--- src/rtl/srrip_pkg.sv ---
// types, constants and signature-table lookup for the rrip replacement engine
// no dependencies
package srrip_pkg;

    localparam int SETS        = 2048;
    localparam int WAYS        = 16;
    localparam int SIG_SLOTS   = 8;
    localparam int SIG_WIDTH   = 6;
    localparam int SET_W       = 11;
    localparam int WAY_W       = 4;
    localparam int SLOT_W      = 3;
    localparam int PC_W        = 9;
    localparam int ADDR_W      = 64;
    localparam int MASK_W      = 16;
    localparam int IN_TDATA_W  = 112;
    localparam int OUT_TDATA_W = 8;

    localparam logic OP_VICTIM = 1'b0;
    localparam logic OP_UPDATE = 1'b1;

    typedef logic [1:0]           t_ctr;
    typedef logic [SIG_WIDTH-1:0] t_sig;

    localparam t_ctr RRPV_MAX     = 2'd3;
    localparam t_ctr CTR_MAX      = 2'd3;
    localparam t_ctr REUSE_STRONG = 2'd2;
    localparam t_ctr REUSE_WEAK   = 2'd1;

    localparam logic [ADDR_W-1:0] STRIDE_POS = 64'd64;
    localparam logic [ADDR_W-1:0] STRIDE_NEG = 64'hFFFF_FFFF_FFFF_FFC0;

    typedef struct packed {
        t_ctr [WAYS-1:0] rrpv;
        t_sig [WAYS-1:0] sig;
    } t_way_row;

    typedef struct packed {
        t_sig [SIG_SLOTS-1:0] tag;
        t_ctr [SIG_SLOTS-1:0] reuse;
        logic [SIG_SLOTS-1:0] refilled;
        t_ctr                 stride;
        logic [ADDR_W-1:0]    prev;
    } t_set_row;

    typedef struct packed {
        t_set_row          row;
        logic [SLOT_W-1:0] slot;
    } t_find;

    function automatic t_sig make_sig(logic [PC_W-1:0] pc);
        return t_sig'(pc ^ (pc >> 3));
    endfunction

    function automatic t_find find_slot(t_set_row r, t_sig s);
        t_find f;
        logic  found;
        logic  free;
        f.row = r;
        f.slot = '0;
        found = 1'b0;
        free = 1'b0;
        for (int i = SIG_SLOTS - 1; i >= 0; i--) begin
            if (r.tag[i] == s) begin
                found = 1'b1;
                f.slot = SLOT_W'(i);
            end
        end
        if (!found) begin
            for (int i = SIG_SLOTS - 1; i >= 0; i--) begin
                if (!r.refilled[i]) begin
                    free = 1'b1;
                    f.slot = SLOT_W'(i);
                end
            end
            if (!free) begin
                f.row.refilled = '0;
                f.slot = '0;
            end
            f.row.tag[f.slot] = s;
            f.row.reuse[f.slot] = REUSE_WEAK;
            f.row.refilled[f.slot] = 1'b1;
        end
        return f;
    endfunction

endpackage

--- src/rtl/srrip_victim.sv ---
// victim selection: first invalid way, else age the set row and pick first distant way
// depends on srrip_pkg
module srrip_victim (
    input  srrip_pkg::t_way_row             i_row,
    input  logic [srrip_pkg::MASK_W-1:0]    i_mask,
    output srrip_pkg::t_way_row             o_row,
    output logic                            o_aged,
    output logic [srrip_pkg::WAY_W-1:0]     o_way
);
    import srrip_pkg::*;

    logic                 inv_found;
    logic [WAY_W-1:0]     inv_way;
    logic [WAY_W-1:0]     far_way;
    logic [WAYS-1:0]      is3, is2, is1;
    t_ctr                 top;
    t_ctr                 age;

    always_comb begin
        inv_found = 1'b0;
        inv_way = '0;
        for (int w = WAYS - 1; w >= 0; w--) begin
            if (!i_mask[w]) begin
                inv_found = 1'b1;
                inv_way = WAY_W'(w);
            end
        end
        for (int w = 0; w < WAYS; w++) begin
            is3[w] = i_row.rrpv[w] == 2'd3;
            is2[w] = i_row.rrpv[w] == 2'd2;
            is1[w] = i_row.rrpv[w] == 2'd1;
        end
        priority if (|is3) top = 2'd3;
        else if (|is2) top = 2'd2;
        else if (|is1) top = 2'd1;
        else top = 2'd0;
        age = RRPV_MAX - top;
        o_row = i_row;
        for (int w = 0; w < WAYS; w++) begin
            o_row.rrpv[w] = i_row.rrpv[w] + age;
        end
        far_way = '0;
        for (int w = WAYS - 1; w >= 0; w--) begin
            if (o_row.rrpv[w] == RRPV_MAX) begin
                far_way = WAY_W'(w);
            end
        end
        o_aged = !inv_found;
        o_way = inv_found ? inv_way : far_way;
    end

endmodule

--- config.mk ---
export PLATFORM = sky130hd
export DESIGN_NAME = srrip_victim
export DESIGN_NICKNAME = d
export VERILOG_FILES = /design/src/rtl/srrip_pkg.sv /design/src/rtl/srrip_victim.sv
export SDC_FILE = /design/constraint.sdc
export NUM_CORES = 1
export LEC_CHECK = 0
export BUFFER_PORTS_ARGS = -buffer_cell sky130_fd_sc_hd__buf_4
export CAP_MARGIN = 40
export CORE_AREA = 2 2 107 109
export DETAILED_ROUTE_END_ITERATION = 16
export DIE_AREA = 0 0 109 111
export SKIP_LAST_GASP = 1
export SLEW_MARGIN = 0
export SYNTH_ARGS = -nofsm -noshare
export SYNTH_HDL_FRONTEND = slang
export SYNTH_SLANG_ARGS = --single-unit
export TNS_END_PERCENT = 1
--- constraint.sdc ---
create_clock -name vclk -period 9.6
set_input_delay 0.96 -clock vclk [all_inputs]
set_output_delay 0.96 -clock vclk [all_outputs]
set_load 0.02 [all_outputs]
==> flow_summary.toml <==
[route]
ant_nets = 0
drtIter0Drc = 140
vias = 2065
drt-vias-per-instance = 4.73
drt_wl_total_um = 7320
drc = 0
firstDrtPassIters = 4
routedWlPerCell_um = 16.7

[synth]
synth_area_um2 = 2210
synthCells = 306
synthTopCellsByArea = "buf_4 (33%), ha_1 (9.0%), nor2b_1 (5.1%)"
yosysMostFrequentCell = "buf_4"
yosysTopAreaCellShare = 0.332
synth_nets = 466
synth_top_cell_by_area = "buf_4"
avgSynthCellArea_um2 = 7.23
synth_warnings = 0
synth_cell_types = 50
seq_area_frac_synth = 0
yosys-top-cells-count = "buf_4 (98), inv_1 (27), nor2b_1 (18), ha_1 (16), nand2_1 (14)"

[setup_path]
path_delay_family = "compound AO/OA/AOI/OAI gates"
critical_path.slowest_cell = "and4_1"
cpMostUsedCell = "buf_4"
cp.arrival_ns = 4.52
worstPathRequired_ns = 8.64
path_cells = "buf_4, and2b_2, a2111oi_2, and4_1, a21oi_1, buf_4, ha_1, xor2_1, nand3_1, a311oi_1, o211ai_1, a31oi_1, o22ai_1, buf_4"
slowest_delay_ns = 0.68
worstSetupStartpointType = "input pin"
crit_buf_inv = 3
cp-end-kind = "output pin"
criticalPathCategory = "input pin to output pin"
crit_fanout = 19

[sta]
fmax_mhz = 182
setup_ws_ns = 4.12
drv_slew = 0
slew_headroom = 0.475
hold_ws_ns = 1.92
rsz0062_at_grt = "no"
fin_setup_tns_ns = 0
worstMarginPinSlew_ns = 0.780
min_period_ns = 5.48
setup_viol = 0
fin_crit_sh = 0.571
hold_violations = 0

[global_routing]
grt_overflow = 0
gr-usage-met3 = 0.0218
grt_pass1_wl_um = 10800
antenna_found_initial = 0
grt_pass1_vias = 2039
grt_max_degree = 20
gr-max-usage-layer = "met2"
grt_usage = 0.112
use_met2 = 0.209
use_met1 = 0.123

[power]
p_leak_nw = 1.10
internal_power_w = 0.0000440
p_per_area_nw_per_um2 = 42.9
ir_worst_vdd_uv = 12.7
power_frac_comb = 1.000
p_switching_w = 0.0000548
pwr-share-clk = 0
swShare = 0.555
p_seq_frac = 0

[layout]
diodes = 0
stdcell_area_um2 = 2300
register_area_um2 = 0
final_cells = 437
final_nets = 456
seq_cell_count = 0
layout-drive-gt1-share = 0.337
fillCellCount = 1234
areaGrowthSynthToFinish_pct = 4.13
multi_input_area_um2 = 1370
clock_buffers = 0

[min_path]
hold_path.class = "input pin to output pin"

[floorplanning]
die_h_um = 111
die_area_um2 = 12100
core_area_um2 = 11100
rows = 39
start_util = 0.200
io_pins = 277
die_w_um = 109

[clock_network]
ctsHoldBuffers = 0
cts_resized = 0
cts_setup_buffers = 0

[placed_design]
postPlaceCellArea_um2 = 2300
gp_congestion = 0.848
port_buffers = 85
hpwl_um = 6390
dp.cells = 437
dp_worst_setup_slack_ns = 4.09

[flow_run]
maxCapViolCount = 0

[outcome]
status = "finished clean"
==> layer usage <==
layer,routed length (um),vias to the layer above,share of wire
met5,0,-,0
met4,253,0,0.035
met3,590,40,0.081
met2,3780,85,0.52
met1,2690,976,0.37
li1,-,964,-
==> power groups by stage <==
stage | logic, W | registers (W) | clock network (W)
floorplan | 0.000109 | 0 | 0
global placement | 0.0000982 | 0 | 0
detailed placement | 0.0000991 | 0 | 0
CTS | 0.0000996 | 0 | 0
global route | 0.000107 | 0 | 0
finish | 0.0000989 | 0 | 0
==> final timing paths <==
kind	depth (start not counted)	from	endpoint
hold / removal	0	i_row[14]	o_row[14]
setup / recovery	14	i_row[101]	o_way[2]
==> cell type report <==
| class | count | share of cell area |
|---|---|---|
| repair buffers | 87 | 0.283 |
| multi-input cells | 180 | 0.595 |
| well taps | 143 | 0.0776 |
| inverters | 27 | 0.0440 |
==> per-stage QoR <==
step,power (W),util
2_1_floorplan,0.000109,-
3_3_place_gp,0.0000982,0.208
3_5_place_dp,0.0000991,0.208
4_1_cts,0.0000996,0.208
5_1_grt,0.000107,0.208
6_report,0.0000989,0.208
==> kinds of logic (layout without fill, tap and decap cells) <==
kind of cell | after synthesis | in the layout | synth area share
muxes | 2 | 2 | 0.00961
AOI/OAI and AO/OA | 67 | 67 | 0.226
buffers and inverters | 126 | 114 | 0.380
xor gates and xnor gates | 24 | 24 | 0.0984
and+or+nand+nor | 71 | 71 | 0.195
adders and majority gates | 16 | 16 | 0.0904
==> placed cells by master, fill, tap and decap left out, drive strengths merged, types with 6 or more instances in the layout <==
| cell type | count |
|---|---|
| ha | 16 |
| o22ai | 7 |
| inv | 27 |
| nand3b | 6 |
| xor2 | 12 |
| xnor2 | 12 |
| a22oi | 8 |
| nand2 | 14 |
| buf | 87 |
| nor2b | 18 |
| nand3 | 12 |
| o21ai | 7 |
| a21oi | 12 |
Power figures use the tool's default switching activity.
